[src/design/intel_hex_record_loader_macros.svh]
// assertion macros for the intel hex record loader
`ifndef INTEL_HEX_RECORD_LOADER_MACROS_SVH
`define INTEL_HEX_RECORD_LOADER_MACROS_SVH

`ifndef SYNTHESIS

// condition in the same cycle implies consequence
`define IHEX_ASSERT_NOW(lbl, clk, rst, ante, cons, msg) \
  lbl: assert property (@(posedge clk) disable iff (rst) (ante) |-> (cons)) \
    else $error(msg);

// condition implies consequence in the following cycle
`define IHEX_ASSERT_NEXT(lbl, clk, rst, ante, cons, msg) \
  lbl: assert property (@(posedge clk) disable iff (rst) (ante) |=> (cons)) \
    else $error(msg);

`else

`define IHEX_ASSERT_NOW(lbl, clk, rst, ante, cons, msg)
`define IHEX_ASSERT_NEXT(lbl, clk, rst, ante, cons, msg)

`endif

`endif

[src/design/ihex_pkg.sv]
// shared types, codes and helpers for the intel hex record loader
`default_nettype none

package ihex_pkg;

  localparam int ADDR_WIDTH_DEFAULT = 16;
  localparam int CNT_W = 16;
  localparam int OUT_ADDR_W = 16;

  // parser phases
  typedef enum logic [2:0] {
    PH_IDLE  = 3'd0,
    PH_COUNT = 3'd1,
    PH_ADHI  = 3'd2,
    PH_ADLO  = 3'd3,
    PH_TYPE  = 3'd4,
    PH_DATA  = 3'd5,
    PH_CSUM  = 3'd6
  } phase_t;

  // result kinds
  localparam logic [2:0] KIND_WRITE   = 3'd0;
  localparam logic [2:0] KIND_GOOD    = 3'd1;
  localparam logic [2:0] KIND_BAD     = 3'd2;
  localparam logic [2:0] KIND_FORMAT  = 3'd3;
  localparam logic [2:0] KIND_ENDGOOD = 3'd4;
  localparam logic [2:0] KIND_ENDBAD  = 3'd5;

  // record types
  localparam logic [7:0] REC_DATA = 8'h00;
  localparam logic [7:0] REC_END  = 8'h01;

  localparam logic [7:0] CHAR_COLON = 8'h3A;

  typedef struct packed {
    logic                  valid;
    logic [2:0]            kind;
    logic [OUT_ADDR_W-1:0] addr;
    logic [7:0]            data;
    logic [CNT_W-1:0]      bytes_total;
    logic [CNT_W-1:0]      record_number;
  } res_t;

  typedef struct packed {
    logic       ok;
    logic [3:0] value;
  } hex_digit_t;

  // ascii hex digit decode, either case
  function automatic hex_digit_t hex_decode(input logic [7:0] c);
    hex_digit_t d;
    d.ok = 1'b0;
    d.value = 4'd0;
    if (c >= 8'h30 && c <= 8'h39) begin
      d.ok = 1'b1;
      d.value = 4'(c - 8'h30);
    end else if (c >= 8'h41 && c <= 8'h46) begin
      d.ok = 1'b1;
      d.value = 4'(c - 8'h37);
    end else if (c >= 8'h61 && c <= 8'h66) begin
      d.ok = 1'b1;
      d.value = 4'(c - 8'h57);
    end
    return d;
  endfunction

endpackage

`default_nettype wire

[src/design/ihex_char_if.sv]
// character input channel
`default_nettype none

interface ihex_char_if;
  logic       valid;
  logic       ready;
  logic [7:0] char_in;

  modport source (output valid, output char_in, input ready);
  modport sink (input valid, input char_in, output ready);
endinterface

`default_nettype wire

[src/design/ihex_res_if.sv]
// result output channel
`default_nettype none

interface ihex_res_if;
  logic        valid;
  logic        ready;
  logic [2:0]  result_kind;
  logic [15:0] write_address;
  logic [7:0]  write_data;
  logic [15:0] bytes_total;
  logic [15:0] record_number;

  modport source (output valid, output result_kind, output write_address,
                  output write_data, output bytes_total, output record_number,
                  input ready);
  modport sink (input valid, input result_kind, input write_address,
                input write_data, input bytes_total, input record_number,
                output ready);
endinterface

`default_nettype wire

[src/design/ihex_parser.sv]
// record parse state and single-character step logic
`default_nettype none

`include "intel_hex_record_loader_macros.svh"

module ihex_parser #(
  parameter int ADDR_WIDTH = ihex_pkg::ADDR_WIDTH_DEFAULT
) (
  input  wire logic          clk,
  input  wire logic          rst,
  input  wire logic          advance,
  input  wire logic [7:0]    char_in,
  output ihex_pkg::res_t     res
);
  import ihex_pkg::*;

  phase_t                phase, phase_next;
  logic [3:0]            high_nibble, high_nibble_next;
  logic                  nibble_pending, nibble_pending_next;
  logic [7:0]            record_length, record_length_next;
  logic [ADDR_WIDTH-1:0] load_address, load_address_next;
  logic [7:0]            record_kind, record_kind_next;
  logic [7:0]            running_sum, running_sum_next;
  logic [7:0]            bytes_left, bytes_left_next;
  logic [CNT_W-1:0]      byte_counter, byte_counter_next;
  logic [CNT_W-1:0]      record_counter, record_counter_next;
  logic                  finished, finished_next;

  hex_digit_t digit;
  logic [7:0] byte_val;
  logic [7:0] left_dec;

  assign digit    = hex_decode(char_in);
  assign byte_val = {high_nibble, digit.value};
  assign left_dec = bytes_left - 8'd1;

  // next state and result for the current character
  always_comb begin
    phase_next          = phase;
    high_nibble_next    = high_nibble;
    nibble_pending_next = nibble_pending;
    record_length_next  = record_length;
    load_address_next   = load_address;
    record_kind_next    = record_kind;
    running_sum_next    = running_sum;
    bytes_left_next     = bytes_left;
    byte_counter_next   = byte_counter;
    record_counter_next = record_counter;
    finished_next       = finished;
    res.valid = 1'b0;
    res.kind  = KIND_WRITE;
    res.addr  = '0;
    res.data  = '0;

    if (finished) begin
      // everything ignored after an end record
    end else if (phase == PH_IDLE) begin
      if (char_in == CHAR_COLON) begin
        record_counter_next = record_counter + 16'd1;
        running_sum_next    = 8'd0;
        nibble_pending_next = 1'b0;
        high_nibble_next    = 4'd0;
        phase_next          = PH_COUNT;
      end
    end else if (!digit.ok) begin
      phase_next          = PH_IDLE;
      nibble_pending_next = 1'b0;
      res.valid           = 1'b1;
      res.kind            = KIND_FORMAT;
    end else if (!nibble_pending) begin
      high_nibble_next    = digit.value;
      nibble_pending_next = 1'b1;
    end else begin
      nibble_pending_next = 1'b0;
      running_sum_next    = running_sum + byte_val;
      unique case (phase)
        PH_COUNT: begin
          record_length_next = byte_val;
          phase_next         = PH_ADHI;
        end
        PH_ADHI: begin
          load_address_next = ADDR_WIDTH'({byte_val, 8'h00});
          phase_next        = PH_ADLO;
        end
        PH_ADLO: begin
          load_address_next = load_address | ADDR_WIDTH'(byte_val);
          phase_next        = PH_TYPE;
        end
        PH_TYPE: begin
          record_kind_next = byte_val;
          if (byte_val == REC_DATA) begin
            bytes_left_next = record_length;
            phase_next      = (record_length == 8'd0) ? PH_CSUM : PH_DATA;
          end else if (byte_val == REC_END) begin
            phase_next = PH_CSUM;
          end else begin
            phase_next = PH_IDLE;
          end
        end
        PH_DATA: begin
          load_address_next = load_address + ADDR_WIDTH'(1);
          byte_counter_next = byte_counter + 16'd1;
          bytes_left_next   = left_dec;
          if (left_dec == 8'd0) begin
            phase_next = PH_CSUM;
          end
          res.valid = 1'b1;
          res.kind  = KIND_WRITE;
          res.addr  = load_address[OUT_ADDR_W-1:0];
          res.data  = byte_val;
        end
        PH_CSUM: begin
          phase_next = PH_IDLE;
          res.valid  = 1'b1;
          if (record_kind == REC_END) begin
            finished_next = 1'b1;
            res.kind = (running_sum_next == 8'd0) ? KIND_ENDGOOD : KIND_ENDBAD;
          end else begin
            res.kind = (running_sum_next == 8'd0) ? KIND_GOOD : KIND_BAD;
          end
        end
        default: begin
          phase_next = PH_IDLE;
        end
      endcase
    end
    res.bytes_total   = byte_counter_next;
    res.record_number = record_counter_next;
  end

  // state registers, updated on each character transfer
  always_ff @(posedge clk) begin
    if (rst) begin
      phase          <= PH_IDLE;
      high_nibble    <= 4'd0;
      nibble_pending <= 1'b0;
      record_length  <= 8'd0;
      load_address   <= '0;
      record_kind    <= 8'd0;
      running_sum    <= 8'd0;
      bytes_left     <= 8'd0;
      byte_counter   <= '0;
      record_counter <= '0;
      finished       <= 1'b0;
    end else if (advance) begin
      phase          <= phase_next;
      high_nibble    <= high_nibble_next;
      nibble_pending <= nibble_pending_next;
      record_length  <= record_length_next;
      load_address   <= load_address_next;
      record_kind    <= record_kind_next;
      running_sum    <= running_sum_next;
      bytes_left     <= bytes_left_next;
      byte_counter   <= byte_counter_next;
      record_counter <= record_counter_next;
      finished       <= finished_next;
    end
  end

  // checks
  `IHEX_ASSERT_NOW(a_quiet_after_end, clk, rst, finished, !res.valid,
    "result produced after end record")
  `IHEX_ASSERT_NOW(a_quiet_outside_record, clk, rst, phase == PH_IDLE, !res.valid,
    "result produced outside a record")
  `IHEX_ASSERT_NEXT(a_write_counts, clk, rst,
    advance && res.valid && res.kind == KIND_WRITE,
    byte_counter == $past(byte_counter) + 16'd1,
    "byte total did not follow a write")
  `IHEX_ASSERT_NEXT(a_end_stops, clk, rst,
    advance && res.valid && (res.kind == KIND_ENDGOOD || res.kind == KIND_ENDBAD),
    finished,
    "end record did not stop the parser")

endmodule

`default_nettype wire

[src/design/intel_hex_record_loader.sv]
// top level of the intel hex record loader
`default_nettype none

// Intel HEX record loader: takes one ASCII character per transfer on char_ch
// and reports data writes and per-record status on res_ch. A character can be
// taken on every clock; each one passes an input register and a single parse
// step, and its result (if any) is then shown from a result register. The
// parse step on the registered character sets the rate of one character per
// cycle; a stalled result register holds the next character in the input
// register until the result is taken. After an end record all input is taken
// and dropped until reset.

module intel_hex_record_loader #(
  parameter int ADDR_WIDTH = ihex_pkg::ADDR_WIDTH_DEFAULT
) (
  input wire logic  clk,
  input wire logic  rst,
  ihex_char_if.sink char_ch,
  ihex_res_if.source res_ch
);
  import ihex_pkg::*;

  logic       in_valid;
  logic [7:0] in_char;
  logic       advance;
  res_t       step_res;
  logic       out_valid;
  res_t       out_res;

  // input stage moves when the result register can take its result
  assign advance       = in_valid && (!out_valid || res_ch.ready);
  assign char_ch.ready = !in_valid || advance;

  // input register
  always_ff @(posedge clk) begin
    if (rst) begin
      in_valid <= 1'b0;
    end else if (char_ch.ready) begin
      in_valid <= char_ch.valid;
    end
  end

  always_ff @(posedge clk) begin
    if (char_ch.ready && char_ch.valid) begin
      in_char <= char_ch.char_in;
    end
  end

  ihex_parser #(
    .ADDR_WIDTH(ADDR_WIDTH)
  ) u_parser (
    .clk     (clk),
    .rst     (rst),
    .advance (advance),
    .char_in (in_char),
    .res     (step_res)
  );

  // result register
  always_ff @(posedge clk) begin
    if (rst) begin
      out_valid <= 1'b0;
    end else if (advance && step_res.valid) begin
      out_valid <= 1'b1;
    end else if (res_ch.ready) begin
      out_valid <= 1'b0;
    end
  end

  always_ff @(posedge clk) begin
    if (advance && step_res.valid) begin
      out_res <= step_res;
    end
  end

  assign res_ch.valid         = out_valid;
  assign res_ch.result_kind   = out_res.kind;
  assign res_ch.write_address = out_res.addr;
  assign res_ch.write_data    = out_res.data;
  assign res_ch.bytes_total   = out_res.bytes_total;
  assign res_ch.record_number = out_res.record_number;

endmodule

`default_nettype wire
[src/flat_wrapper.sv]
// flat-port wrapper written by rule: the top's interface ports become plain ports
module intel_hex_record_loader_flat import ihex_pkg::*;
#(
  parameter int ADDR_WIDTH = ihex_pkg::ADDR_WIDTH_DEFAULT
)
  (clk, rst, char_ch_valid, char_ch_char_in, char_ch_ready, res_ch_valid, res_ch_result_kind, res_ch_write_address, res_ch_write_data, res_ch_bytes_total, res_ch_record_number, res_ch_ready);
  ihex_char_if char_ch_i ();
  ihex_res_if res_ch_i ();
  input wire logic clk;
  input wire logic rst;
  input wire logic [$bits(char_ch_i.valid)-1:0] char_ch_valid;
  input wire logic [$bits(char_ch_i.char_in)-1:0] char_ch_char_in;
  output wire logic [$bits(char_ch_i.ready)-1:0] char_ch_ready;
  output wire logic [$bits(res_ch_i.valid)-1:0] res_ch_valid;
  output wire logic [$bits(res_ch_i.result_kind)-1:0] res_ch_result_kind;
  output wire logic [$bits(res_ch_i.write_address)-1:0] res_ch_write_address;
  output wire logic [$bits(res_ch_i.write_data)-1:0] res_ch_write_data;
  output wire logic [$bits(res_ch_i.bytes_total)-1:0] res_ch_bytes_total;
  output wire logic [$bits(res_ch_i.record_number)-1:0] res_ch_record_number;
  input wire logic [$bits(res_ch_i.ready)-1:0] res_ch_ready;
  assign char_ch_i.valid = char_ch_valid;
  assign char_ch_i.char_in = char_ch_char_in;
  assign char_ch_ready = char_ch_i.ready;
  assign res_ch_valid = res_ch_i.valid;
  assign res_ch_result_kind = res_ch_i.result_kind;
  assign res_ch_write_address = res_ch_i.write_address;
  assign res_ch_write_data = res_ch_i.write_data;
  assign res_ch_bytes_total = res_ch_i.bytes_total;
  assign res_ch_record_number = res_ch_i.record_number;
  assign res_ch_i.ready = res_ch_ready;
  intel_hex_record_loader #(.ADDR_WIDTH(ADDR_WIDTH)) u_core (.clk(clk), .rst(rst), .char_ch(char_ch_i), .res_ch(res_ch_i));
endmodule
[config.mk]
export PLATFORM = sky130hd
export DESIGN_NAME = intel_hex_record_loader_flat
export DESIGN_NICKNAME = d
export VERILOG_FILES = /design/src/design/ihex_pkg.sv /design/src/design/ihex_char_if.sv /design/src/design/ihex_res_if.sv /design/src/design/ihex_parser.sv /design/src/design/intel_hex_record_loader.sv /design/src/flat_wrapper.sv
export VERILOG_INCLUDE_DIRS = /design/src /design/src/design
export SDC_FILE = /design/constraint.sdc
export NUM_CORES = 1
export LEC_CHECK = 0
export ABC_AREA = 1
export BUFFER_PORTS_ARGS = -buffer_cell sky130_fd_sc_hd__buf_2
export CAP_MARGIN = 20
export CORE_MARGIN = 4
export CORE_UTILIZATION = 45
export CTS_CLUSTER_DIAMETER = 30
export DETAILED_ROUTE_END_ITERATION = 8
export HOLD_SLACK_MARGIN = 0.03
export PLACE_DENSITY = 0.66
export SLEW_MARGIN = 5
export SYNTH_ARGS = -nofsm -noshare
export SYNTH_HDL_FRONTEND = slang
export SYNTH_HIERARCHICAL = 1
export SYNTH_SLANG_ARGS = --single-unit
[constraint.sdc]
create_clock -name clk -period 5.75 [get_ports clk]
set_clock_uncertainty 0.15 [all_clocks]
set_input_delay 0.575 -clock clk [delete_from_list [all_inputs] [get_ports clk]]
set_output_delay 0.575 -clock clk [all_outputs]
set_load 0.02 [all_outputs]
# Word level (Yosys, flattened, before mapping)

Cells that the tools add are included.

Output and inout port bits: 61
Input port bits: 12
Register bits after elaboration: 158

Reductions and logical operators: 31
Equal/unequal tests: 14
Order comparisons: 6
Muxes and demuxes: 53
Bitwise operators: 6
Add/subtract/negate cells: 8

Operators with widths:

| kind                                                               | count |
|---|---|
| two-way mux 16 bit                                                 | 8 |
| two-way mux 28 bit                                                 | 3 |
| adder 16 x 1 -> 16 bit (second input constant)                     | 3 |
| two-way mux 24 bit                                                 | 2 |
| case mux 16 bit (3 select lines)                                   | 1 |
| two-way mux 8 bit                                                  | 5 |
| logical NOT 8 bit                                                  | 4 |
| two-way mux 3 bit                                                  | 8 |
| two-way mux 4 bit                                                  | 5 |
| AND reduction 6 bit                                                | 3 |
| == test 8 x 1 -> 1 bit (second input constant)                     | 2 |
| greater-or-equal comparator 8 x 7 -> 1 bit (second input constant) | 2 |
| less-or-equal comparator 8 x 7 -> 1 bit (second input constant)    | 2 |
| bitwise OR 16 x 8 -> 16 bit                                        | 1 |
| case mux 8 bit (2 select lines)                                    | 1 |
| two-way mux 5 bit                                                  | 3 |
| case mux 3 bit (5 select lines)                                    | 1 |
| AND reduction 5 bit                                                | 3 |
| two-way mux 1 bit                                                  | 13 |
| == test 3 bit (second input constant)                              | 3 |
| adder 8 bit                                                        | 1 |
| == test 8 x 6 -> 1 bit (second input constant)                     | 1 |
| greater-or-equal comparator 8 x 6 -> 1 bit (second input constant) | 1 |
| less-or-equal comparator 8 x 6 -> 1 bit (second input constant)    | 1 |
| 23 further kinds                                                   | 41 |

# Depth between registers and ports, before layout

Gate-level depths: netlist (run 1).

Depth in word-level cells: 16
Depth in mapped cells: 22
Mapped depth without buffers: 21

# Cells and area by module

Netlist (run 1), hierarchy kept.

Modules (own cells, without submodules):

| module                  | area an instance (um^2) | instances | seq. area each (um^2) | cells each |
|---|---|---|---|---|
| ihex_parser             | 5,691.7                 | 1         | 1,781.7               | 872 |
| intel_hex_record_loader | 2,117.0                 | 1         | 2,052.0               | 85 |

# Worst setup path before layout (run 1)

Ideal clock, no wire load.

Kind: register to register
From: register u_core.in_char[0]
To: register u_core.out_res (netlist bit u_core/res_ch.bytes_total[0]), enable pin
Stages on the path, launching flop included: 13
Arrival: 5,544 ps
Required time: 5,051 ps
Path slack: -493 ps
Cell sequence: edfxtp_1 inv_1 ha_1 nand2_1 nand3_2 nand2_4 nand2_4 buf_6 inv_1 nand2_1 a21oi_1 inv_1 nor3_1

RTL lines:

| element                | line                          | source |
|---|---|---|
| from (decl)            | intel_hex_record_loader.sv:24 | `logic [7:0] in_char;` |
| from (signal assigned) | intel_hex_record_loader.sv:45 | `in_char <= char_ch.char_in;` |
| to (signal assigned)   | intel_hex_record_loader.sv:72 | `out_res <= step_res;` |
| to (decl)              | intel_hex_record_loader.sv:28 | `res_t out_res;` |

==> results of run 1 <==
[per-layer routing]
layer | GRT usage | part of all wire
met5 | 0 | 0
met1 | 0.2493 | 0.47
met4 | 0.06221 | 0.016
met3 | 0.03362 | 0.042
met2 | 0.2945 | 0.47
[how the worst max path moves through the flow]
stage	from	to	slack (ns)
final	u_core/in_char[0]$_DFFE_PP_	u_core/res_ch.result_kind[0]$_DFFE_PP_	1.74
after global routing	u_core/in_char[0]$_DFFE_PP_	u_core/res_ch.result_kind[0]$_DFFE_PP_	1.35
after CTS	u_core/in_char[0]$_DFFE_PP_	u_core/res_ch.result_kind[0]$_DFFE_PP_	1.79
after detailed placement	u_core/in_char[0]$_DFFE_PP_	u_core/res_ch.result_kind[0]$_DFFE_PP_	1.81
after global placement	u_core/in_char[0]$_DFFE_PP_	u_core/res_ch.result_kind[0]$_DFFE_PP_	1.91
after floorplan	u_core/in_char[0]$_DFFE_PP_	u_core/res_ch.bytes_total[0]$_DFFE_PP_	1.30
[where the power goes]
| part | internal (uW) | switching (uW) |
|---|---|---|
| sequential | 1180 | 16.8 |
| clock | 780 | 454 |
| combinational | 30.4 | 63.3 |
| total | 1990 | 534 |
[final cells by class]
class	instances	area [um2]
inverter	152	575.6
sequential	158	3834
clock buffer	20	479.2
tap	220	275.3
fill	1577	7828
timing repair buffer	78	405.4
multi-input combinational	617	3241
clock inverter	12	181.4
[per-stage QoR]
stage	cell area (um2)	total power [uW]
5_1_grt	8991	2623
4_1_cts	8991	2551
6_report	8991	2529
3_3_place_gp	8330	1315
3_5_place_dp	8330	1317
2_1_floorplan	7814	1292
[logic make-up after synthesis]
group	after synthesis
and+or+nand+nor	354
AOI/OAI and AO/OA	208
buffers and inverters	182
DFF	158
xor gates and xnor gates	37
adders and majority gates	18
[placed cells by master (no fill, tap or decap), types with 7 or more instances in the layout]
cell       instances
nor3_1            13
clkbuf_16         19
a21oi_1           97
nor2_1            96
nand2_1          148
nand3_1           47
inv_2              7
nor2_2             7
buf_2             72
ha_1              17
nand4_1           13
nor4_1             7
edfxtp_1          67
o21ai_1           12
o21ai_0           85
dfxtp_1           91
xor2_1            32
inv_1            144
[sequential cells by signal, summed over array words and instances, names as in the netlist]
signal	cells
u_core/res_ch.record_number	16
u_core/u_parser/nibble_pending	1
u_core/u_parser/record_kind	8
u_core/u_parser/byte_counter	16
u_core/u_parser/record_length	8
u_core/res_ch.write_data	8
u_core/res_ch.result_kind	3
u_core/in_char	8
u_core/res_ch.write_address	16
u_core/in_valid	1
u_core/u_parser/phase	3
u_core/u_parser/bytes_left	8
u_core/u_parser/record_counter	16
u_core/u_parser/load_address	16
u_core/u_parser/high_nibble	4
u_core/u_parser/running_sum	8
u_core/res_ch.valid	1
u_core/u_parser/finished	1
u_core/res_ch.bytes_total	16
==> flow_metrics.py, run 1 <==
metrics = {
    "setup_path": {
        "worstSetupEndpointType": "flip-flop",
        "cp.depth": 21,
        "path_cells": "inv_1 > ha_1 > nand2_1 > nand3_2 > nand2_4 > nand2_4 > nand3_1 > inv_1 > ha_1 > inv_1 > fa_1 > o21ai_0 > a21oi_1 > nor2_1 > nor2_1 > xnor2_1 > nor2_1 > nand4_1 > ha_1 > nand3_1 > a21oi_1",
        "path_max_fanout": 14,
        "cp_top_family": "simple AND/OR/NAND/NOR gates",
        "worst-path-buf-inv": 3,
        "arrival_ns": 4.02,
        "start_kind": "flip-flop",
        "r2r_setup_slack_ns": 1.74,
        "slowest_delay_ns": 0.45,
        "worstReg2RegEnd": "u_core/res_ch.result_kind[0]$_DFFE_PP_",
        "reg2reg_depth": 21,
        "crit_type": "flip-flop to flip-flop",
        "critPathRequiredTime_ns": 5.76,
        "timing.rr.start": "u_core/in_char[0]$_DFFE_PP_",
        "cp_slowest_cell": "edfxtp_1",
    },
    "synthesis": {
        "yosys_most_used_dff": "dfxtp_1",
        "yosys-mux-area-fraction": 0,
        "synthAdderAreaFrac": 0.02980,
        "synth_simple_gate_area_frac": 0.2035,
        "synth_edf_count": 67,
        "synth_area_leader_cell": "edfxtp_1",
        "post-synth-top-count-cell": "nand2_1",
        "synthCells": 957,
        "syn_area_um2": 7809,
        "synth-compound-area-share": 0.1388,
        "ys_seq_elements": 158,
        "synth_xor_area_frac": 0.04150,
        "async_reset_ff_frac": 0,
        "synth.area.top_cells": "edfxtp_1, dfxtp_1, nand2_1",
        "synthesis.nets": 987,
        "netlist.area_leader.share": 0.2577,
        "synth_common_cells": "nand2_1, inv_1, a21oi_1",
        "avgSynthCellArea_um2": 8.160,
        "synth_top_family_by_area": "simple AND/OR/NAND/NOR gates",
        "seq_area_frac_synth": 0.4909,
        "ys_types": 43,
        "synth_warnings": 6,
    },
    "die": {
        "dieHeight_um": 139.7,
        "num_rows": 47,
        "die_area_um2": 19520,
        "chipWidth_um": 139.7,
        "io_pins": 73,
        "coreArea_um2": 16820,
        "start_util": 0.4643,
    },
    "sta": {
        "maxSlewHeadroom": 0.4206,
        "fin_crit_sh": 0.6975,
        "finalHoldViolations": 0,
        "layout_setup_ws_ns": 1.739,
        "setup_tns_ns": 0,
        "period_minus_slack_ns": 4.011,
        "tightest_slew_ns": 0.8691,
        "worst_hold_slack_ns": 0.1714,
        "setup_viol": 0,
        "rsz0062_at_grt": "no",
        "fmax_mhz": 249.3,
        "slew_viol_final": 0,
    },
    "cts": {
        "post_cts_resized": 0,
        "cts.sinks": 158,
        "cts.reportedPaths.clkPinSlew_ns": 0.07,
        "htreeDepth": 4,
        "holdBufCountCts": 0,
        "cts_buffer_depth": 2,
        "post-cts-setup-buffers": 0,
        "clk_latency_ns": 0.42,
        "cts_tree": "done",
        "cts-root-buf": "clkbuf_16",
        "cts_made_buffers": 17,
    },
    "drt": {
        "wl_mm": 17.40,
        "detail_route.first_pass.iterations": 5,
        "post-route-drc-count": 0,
        "wl_per_cell_um": 13.85,
        "ant_nets": 0,
        "num_vias": 6364,
        "viasPerCell": 5.063,
        "drt_iter0_markers": 461,
    },
    "placement": {
        "dp_cells": 1225,
        "gp_congestion": 0.8989,
        "place_ws_ns": 1.807,
        "numPortBuffers": 72,
        "dpl.hpwl_mm": 12.01,
    },
    "global_routing": {
        "grt_pass1_wl_mm": 29.53,
        "grt_start_max_net_pins": 51,
        "grt_usage": 0.1830,
        "overflow": 0,
        "antenna_found_initial": 0,
        "grt_pass1_vias": 6056,
    },
    "layout": {
        "syn2layout_area_growth_pct": 15.14,
        "drive_above_1_share": 0.1398,
        "nets": 1054,
        "finalNonFillerCells": 1257,
        "diodes": 0,
        "finish.utilization": 0.5346,
    },
    "worst_hold_path": {
        "hold_path.startpoint": "char_ch_char_in[5]",
        "hold_path.class": "primary input to flip-flop",
        "worst_hold_path.num_cells": 1,
        "hold_end": "u_core/in_char[5]$_DFFE_PP_",
    },
    "outcome": {
        "status": "finished, final reports clean",
    },
    "power": {
        "p_per_area_nw_per_um2": 281.3,
        "ir_drop_mv": 0.1917,
        "p_leak_uw": 0.003612,
    },
    "run": {
        "cap_viol_max_count": 0,
    },
}
No activity file was read; power rests on OpenSTA's default activity.
==> inputs of run 2 (changes only) <==
Settings changed: ABC_AREA 1 to 0.
Clock period 5.75 ns to 3.21 ns, I/O delays scaled along.
==> run 2 against run 1 <==
  * The run now ends with negative setup slack left
  * Power is 65% higher
  * Non-clock buffer count is 79 higher
  * Register-to-register slack worse by 2.2 ns
  * First-iteration DRC count is 10% higher
  * Cell area is 8.0% higher
  * Worst hold slack worse by 0.12 ns
  * Synthesized cell count is 14% lower
  * Worst setup slack worse by 2.2 ns
  * Sequential share of layout area is 3.1 points lower
==> flow_metrics.py, run 2 <==
metrics = {
    "drt": {
        "wl_per_cell_um": 15.90,
        "detail_route.first_pass.iterations": 5,
        "num_vias": 6456,
        "drt_iter0_markers": 508,
        "post-route-drc-count": 0,
        "viasPerCell": 5.444,
        "wl_mm": 18.86,
        "ant_nets": 0,
    },
    "cts": {
        "clk_latency_ns": 0.43,
        "cts_made_buffers": 17,
        "cts.sinks": 158,
        "cts_tree": "done",
        "cts_buffer_depth": 2,
        "htreeDepth": 4,
        "cts.reportedPaths.clkPinSlew_ns": 0.06,
        "cts-root-buf": "clkbuf_16",
    },
    "placement": {
        "dp_cells": 1126,
        "dpl-instance-area_um2": 8803,
        "numPortBuffers": 72,
        "dpl.hpwl_mm": 12.94,
        "gp_congestion": 0.8974,
    },
    "synthesis": {
        "yosys_most_used_dff": "dfxtp_1",
        "synth_edf_count": 67,
        "synthCells": 819,
        "netlist.area_leader.share": 0.2578,
        "synth_warnings": 6,
        "synth.area.top_cells": "edfxtp_1, dfxtp_1, nor2_1",
        "post-synth-top-count-cell": "nor2_1",
        "avgSynthCellArea_um2": 9.530,
        "async_reset_ff_frac": 0,
        "synthesis.nets": 849,
        "ys_types": 69,
        "ys_seq_elements": 158,
        "syn_area_um2": 7805,
        "synth_common_cells": "nor2_1, dfxtp_1, nand2_1",
        "seq_area_frac_synth": 0.4912,
        "synth_area_leader_cell": "edfxtp_1",
    },
    "setup_path": {
        "worstSetupEndpointType": "flip-flop",
        "crit_type": "flip-flop to flip-flop",
        "critPathRequiredTime_ns": 3.34,
        "path_max_fanout": 3,
        "arrival_ns": 3.77,
        "start_kind": "flip-flop",
    },
    "sta": {
        "setup_viol": 62,
        "maxSlewHeadroom": 0.4172,
        "rsz0062_at_grt": "yes",
        "period_minus_slack_ns": 3.643,
        "slew_viol_final": 0,
        "layout_setup_ws_ns": -0.4327,
        "fin_crit_sh": 1.135,
        "tightest_slew_ns": 0.8742,
        "fmax_mhz": 274.5,
        "finalHoldViolations": 0,
    },
    "layout": {
        "syn2layout_area_growth_pct": 24.38,
        "final_common_cell": "nor2_1",
        "drive_above_1_share": 0.2381,
        "finalNonFillerCells": 1186,
        "nFillCells": 1462,
        "nets": 983,
        "diodes": 0,
        "postLayoutCellArea_um2": 9708,
        "final_cell_mix": "nor2_1, dfxtp_1, nand2_1",
    },
    "global_routing": {
        "grt_pass1_wl_mm": 31.02,
        "grt_start_max_net_pins": 51,
        "overflow": 0,
        "grt_pass1_vias": 6144,
        "grt_usage": 0.1957,
        "antenna_found_initial": 0,
    },
    "outcome": {
        "status": "complete, but fails checks",
        "violations": "negative setup slack",
    },
    "power": {
        "ir_drop_mv": 0.4215,
        "p_per_area_nw_per_um2": 429.5,
        "p_leak_uw": 0.003932,
    },
    "die": {
        "chipWidth_um": 139.7,
        "start_util": 0.4641,
        "num_rows": 47,
        "io_pins": 73,
        "die_area_um2": 19520,
        "coreArea_um2": 16820,
        "dieHeight_um": 139.7,
    },
    "worst_hold_path": {
        "hold_path.class": "primary input to flip-flop",
    },
    "run": {
        "cap_viol_max_count": 0,
    },
}
-- run 2: cell types whose count changed after synthesis, sizes merged, moves of 13 or more --
cell    delta
inv      -132
nand2     -80
xnor2     +28
clkbuf    +20
nand3     -13
mux2i     +15
nor2      +17
a22oi     +16
a21oi     -55
and3      +27
o21ai     -60
-- run 2: power by group --
group | switching, uW | total, uW | internal, uW
clock | 842 | 1920 | 1080
sequential | 5.15 | 2090 | 2090
combinational | 85.1 | 157 | 72.1
-- run 2: cell families after synthesis --
group / after synthesis / share of synthesized area
AND/OR/NAND/NOR: 349 / 0.2203
flip-flops: 158 / 0.4912
AO/OA/AOI/OAI: 146 / 0.1242
XOR/XNOR: 70 / 0.07855
buffers and inverters: 61 / 0.03334
adder cells (fa/ha/maj): 18 / 0.02982
multiplexers: 17 / 0.02260
-- run 2: repair_timing --
item	4_1_cts	5_1_grt
gates resized for setup	14	5
endpoints found under the hold margin	9	0
endpoints found under the setup margin	5	65
buffers inserted	15	5
hold buffers	9	0
pin swaps	11	3
-- run 2: final timing paths --
path	from	end	slack, ns	cells after the start
setup reg to reg	u_core/in_char[0]$_DFFE_PP_	u_core/res_ch.result_kind[0]$_DFFE_PP_	-0.43	17
hold / removal	res_ch_ready	u_core/in_valid$_SDFFE_PP0P_	0.06	3
setup / recovery	u_core/in_char[0]$_DFFE_PP_	u_core/res_ch.result_kind[0]$_DFFE_PP_	-0.43	17
hold reg to reg	u_core/u_parser/bytes_left[5]$_SDFFE_PP0P_	u_core/u_parser/bytes_left[5]$_SDFFE_PP0P_	0.34	2
-- run 2: final cells by class --
cell class | count | area (um2) | area share
Clock inverter | 14 | 132.6 | 0.01366
Tap cell | 220 | 275.3 | 0.02835
Timing Repair Buffer | 157 | 1079 | 0.1111
Multi-Input combinational cell | 600 | 3887 | 0.4004
Clock buffer | 18 | 429.2 | 0.04421
Sequential cell | 158 | 3834 | 0.3949
Inverter | 19 | 71.32 | 0.007346
-- run 2: stage by stage --
stage | TNS (ns) | utilization | setup WS [ns] | hold slack [ns] | total power [uW]
floorplan | -26.06 | - | -0.5239 | 0.2401 | 2210
global placement | -1.389 | 0.5234 | -0.6143 | 0.3079 | 2268
detailed placement | -1.880 | 0.5234 | -0.7566 | 0.3157 | 2270
CTS | -16.02 | 0.5723 | -0.4076 | 0.04526 | 4199
global route | -30.55 | 0.5772 | -0.6783 | 0.06416 | 4315
finish | -19.31 | 0.5772 | -0.4327 | 0.05559 | 4170
-- run 2: per-layer routing --
metal / track usage / share of wire / routed length, um
met1: 0.2656 / 0.45 / 8507
met5: 0 / 0 / 0
met2: 0.3105 / 0.46 / 8686
met4: 0.05609 / 0.016 / 294
met3: 0.05077 / 0.073 / 1367
-- run 2: worst max-delay path, stage by stage (launching register included) --
cell       delay (ns)
edfxtp_1         0.44
ha_2             0.22
o21ba_4          0.20
o21a_4           0.23
xnor2_4          0.13
nor2_2           0.12
ha_2             0.20
inv_2            0.04
fa_2             0.33
nor2b_1          0.14
o21a_1           0.17
o21ai_2          0.08
nor4b_4          0.14
a2111oi_4        0.25
nand3_1          0.13
ha_2             0.34
nand2_1          0.04
a21oi_1          0.14
==> inputs of run 3 (changes only) <==
Settings changed: ABC_AREA 0 to 1.
==> run 3 against run 2 <==
  * Cell area down 2.6%
  * Via count up 3.2%
  * First-iteration DRC count down 5.1%
  * Sequential share of layout area up 1.0 points
  * Count of clock-buffer cells in the layout up 2
  * Non-clock buffer count down 39
  * Worst setup slack better by 0.38 ns
  * Utilization down 1.5 points
  * The flow still finishes with violations (negative setup slack)
  * Critical endpoint unchanged
  * Clock power up 4%
==> flow_metrics.py, run 3 (synthesis gave the netlist of run 1 again) <==
metrics = {
    "global_routing": {
        "grt_pass1_wl_mm": 29.93,
        "antenna_found_initial": 0,
        "grt_start_max_net_pins": 51,
        "grt_pass1_vias": 6180,
        "grt_usage": 0.1858,
        "overflow": 0,
    },
    "placement": {
        "gp_congestion": 0.8387,
        "dp_cells": 1247,
        "dpl-instance-area_um2": 8576,
        "dpl.hpwl_mm": 12.24,
        "numPortBuffers": 72,
    },
    "setup_path": {
        "critPathRequiredTime_ns": 3.22,
        "path_max_fanout": 4,
        "timing.rr.start": "u_core/in_char[0]$_DFFE_PP_",
        "arrival_ns": 3.28,
        "r2r_setup_slack_ns": -0.06,
        "reg2reg_depth": 21,
        "worstSetupEndpointType": "flip-flop",
        "start_kind": "flip-flop",
        "critPathLaunch": "u_core/in_char[0]$_DFFE_PP_",
        "crit_type": "flip-flop to flip-flop",
    },
    "sta": {
        "maxSlewHeadroom": 0.6034,
        "fmax_mhz": 306.1,
        "finalHoldViolations": 0,
        "period_minus_slack_ns": 3.267,
        "layout_setup_ws_ns": -0.05658,
        "fin_crit_sh": 1.018,
        "rsz0062_at_grt": "yes",
        "slew_viol_final": 0,
        "worst_hold_slack_ns": 0.1126,
        "tightest_slew_ns": 0.5910,
        "setup_viol": 1,
    },
    "die": {
        "io_pins": 73,
        "coreArea_um2": 16820,
        "start_util": 0.4643,
        "chipWidth_um": 139.7,
        "die_area_um2": 19520,
        "dieHeight_um": 139.7,
        "num_rows": 47,
    },
    "drt": {
        "detail_route.first_pass.iterations": 5,
        "viasPerCell": 5.135,
        "ant_nets": 0,
        "drt_iter0_markers": 482,
        "num_vias": 6660,
        "post-route-drc-count": 0,
        "wl_mm": 18.12,
        "wl_per_cell_um": 13.97,
    },
    "run": {
        "cap_viol_max_count": 0,
    },
    "layout": {
        "final_common_cell": "nand2_1",
        "syn2layout_area_growth_pct": 21.13,
        "nFillCells": 1546,
        "postLayoutCellArea_um2": 9459,
        "nets": 1094,
        "diodes": 0,
        "final_cell_mix": "nand2_1, inv_1, nor2_1",
        "drive_above_1_share": 0.1941,
        "finalNonFillerCells": 1297,
        "multi_input_area_um2": 3436,
        "regArea_um2": 3834,
    },
    "cts": {
        "htreeDepth": 4,
        "cts-root-buf": "clkbuf_16",
        "cts_buffer_depth": 2,
        "cts.sinks": 158,
        "clk_latency_ns": 0.42,
        "cts_made_buffers": 17,
        "cts.reportedPaths.clkPinSlew_ns": 0.06,
        "cts_tree": "done",
    },
    "worst_hold_path": {
        "hold_path.startpoint": "res_ch_ready",
        "worst_hold_path.num_cells": 4,
        "hold_path.class": "primary input to flip-flop",
    },
    "power": {
        "p_per_area_nw_per_um2": 461.7,
        "p_leak_uw": 0.003778,
        "ir_drop_mv": 0.3678,
    },
    "outcome": {
        "status": "complete, but fails checks",
        "violations": "negative setup slack",
    },
}
[run 3: stage by stage]
step	TNS (ns)	total power, uW	worst slack (ns)	utilization
global route	-0.2789	4514	-0.2081	0.5624
global placement	-0.09211	2379	-0.09211	0.5099
CTS	-0.06899	4383	-0.06899	0.5584
detailed placement	-0.1852	2383	-0.1432	0.5099
finish	-0.05658	4367	-0.05658	0.5624
floorplan	-10.85	2321	-0.1804	-
[run 3: layout make-up]
| cell class | instances | share of cell area |
|---|---|---|
| sequential | 158 | 0.4053 |
| multi-input combinational | 617 | 0.3632 |
| timing repair buffer | 118 | 0.07950 |
| inverter | 152 | 0.06138 |
| clock buffer | 20 | 0.04616 |
| tap | 220 | 0.02910 |
| clock inverter | 12 | 0.01534 |
[run 3: layer usage]
layer	wire length, um	share of wire	GRT usage	vias to the layer above
li1	-	-	-	3365
met2	8398	0.46	0.2953	188
met1	8414	0.46	0.2542	3086
met4	248	0.014	0.05303	0
met5	0	0	0	-
met3	1056	0.058	0.04425	21
[run 3: repair_timing]
item | 4_1_cts | 5_1_grt
endpoints found under the setup margin | 2 | 2
hold buffers | 9 | 0
endpoints found under the hold margin | 9 | 0
gates resized for setup | 22 | 9
pin swaps | 21 | 18
buffers inserted | 5 | 4
[run 3: final timing paths]
| kind | end |
|---|---|
| worst max-delay path | u_core/res_ch.result_kind[0]$_DFFE_PP_ |
| worst min register to register | u_core/u_parser/record_kind[1]$_SDFFE_PP0P_ |
| worst min-delay path | u_core/in_valid$_SDFFE_PP0P_ |
| worst max register to register | u_core/res_ch.result_kind[0]$_DFFE_PP_ |
[run 3: worst max-delay path, cell delays in order, from the launching register on]
cell and delay, ns:
edfxtp_1 0.45, ha_4 0.21, nand2_4 0.06, nand3_4 0.08, nand2_4 0.11, buf_6 0.12
nand2_1 0.05, nand2_1 0.07, nand3_2 0.07, inv_2 0.09, ha_4 0.22, a21oi_4 0.14
nand2_4 0.08, nand4_1 0.08, o211ai_1 0.10, or2_2 0.29, nand2_2 0.07, inv_1 0.04
nand4_1 0.10, ha_2 0.27, nand3_1 0.08, a21oi_1 0.06
[run 3: report_power, final]
group	switching [uW]	internal, uW
Combinational	132	84.9
Clock	787	1210
Sequential	28.4	2120
Total	947	3420
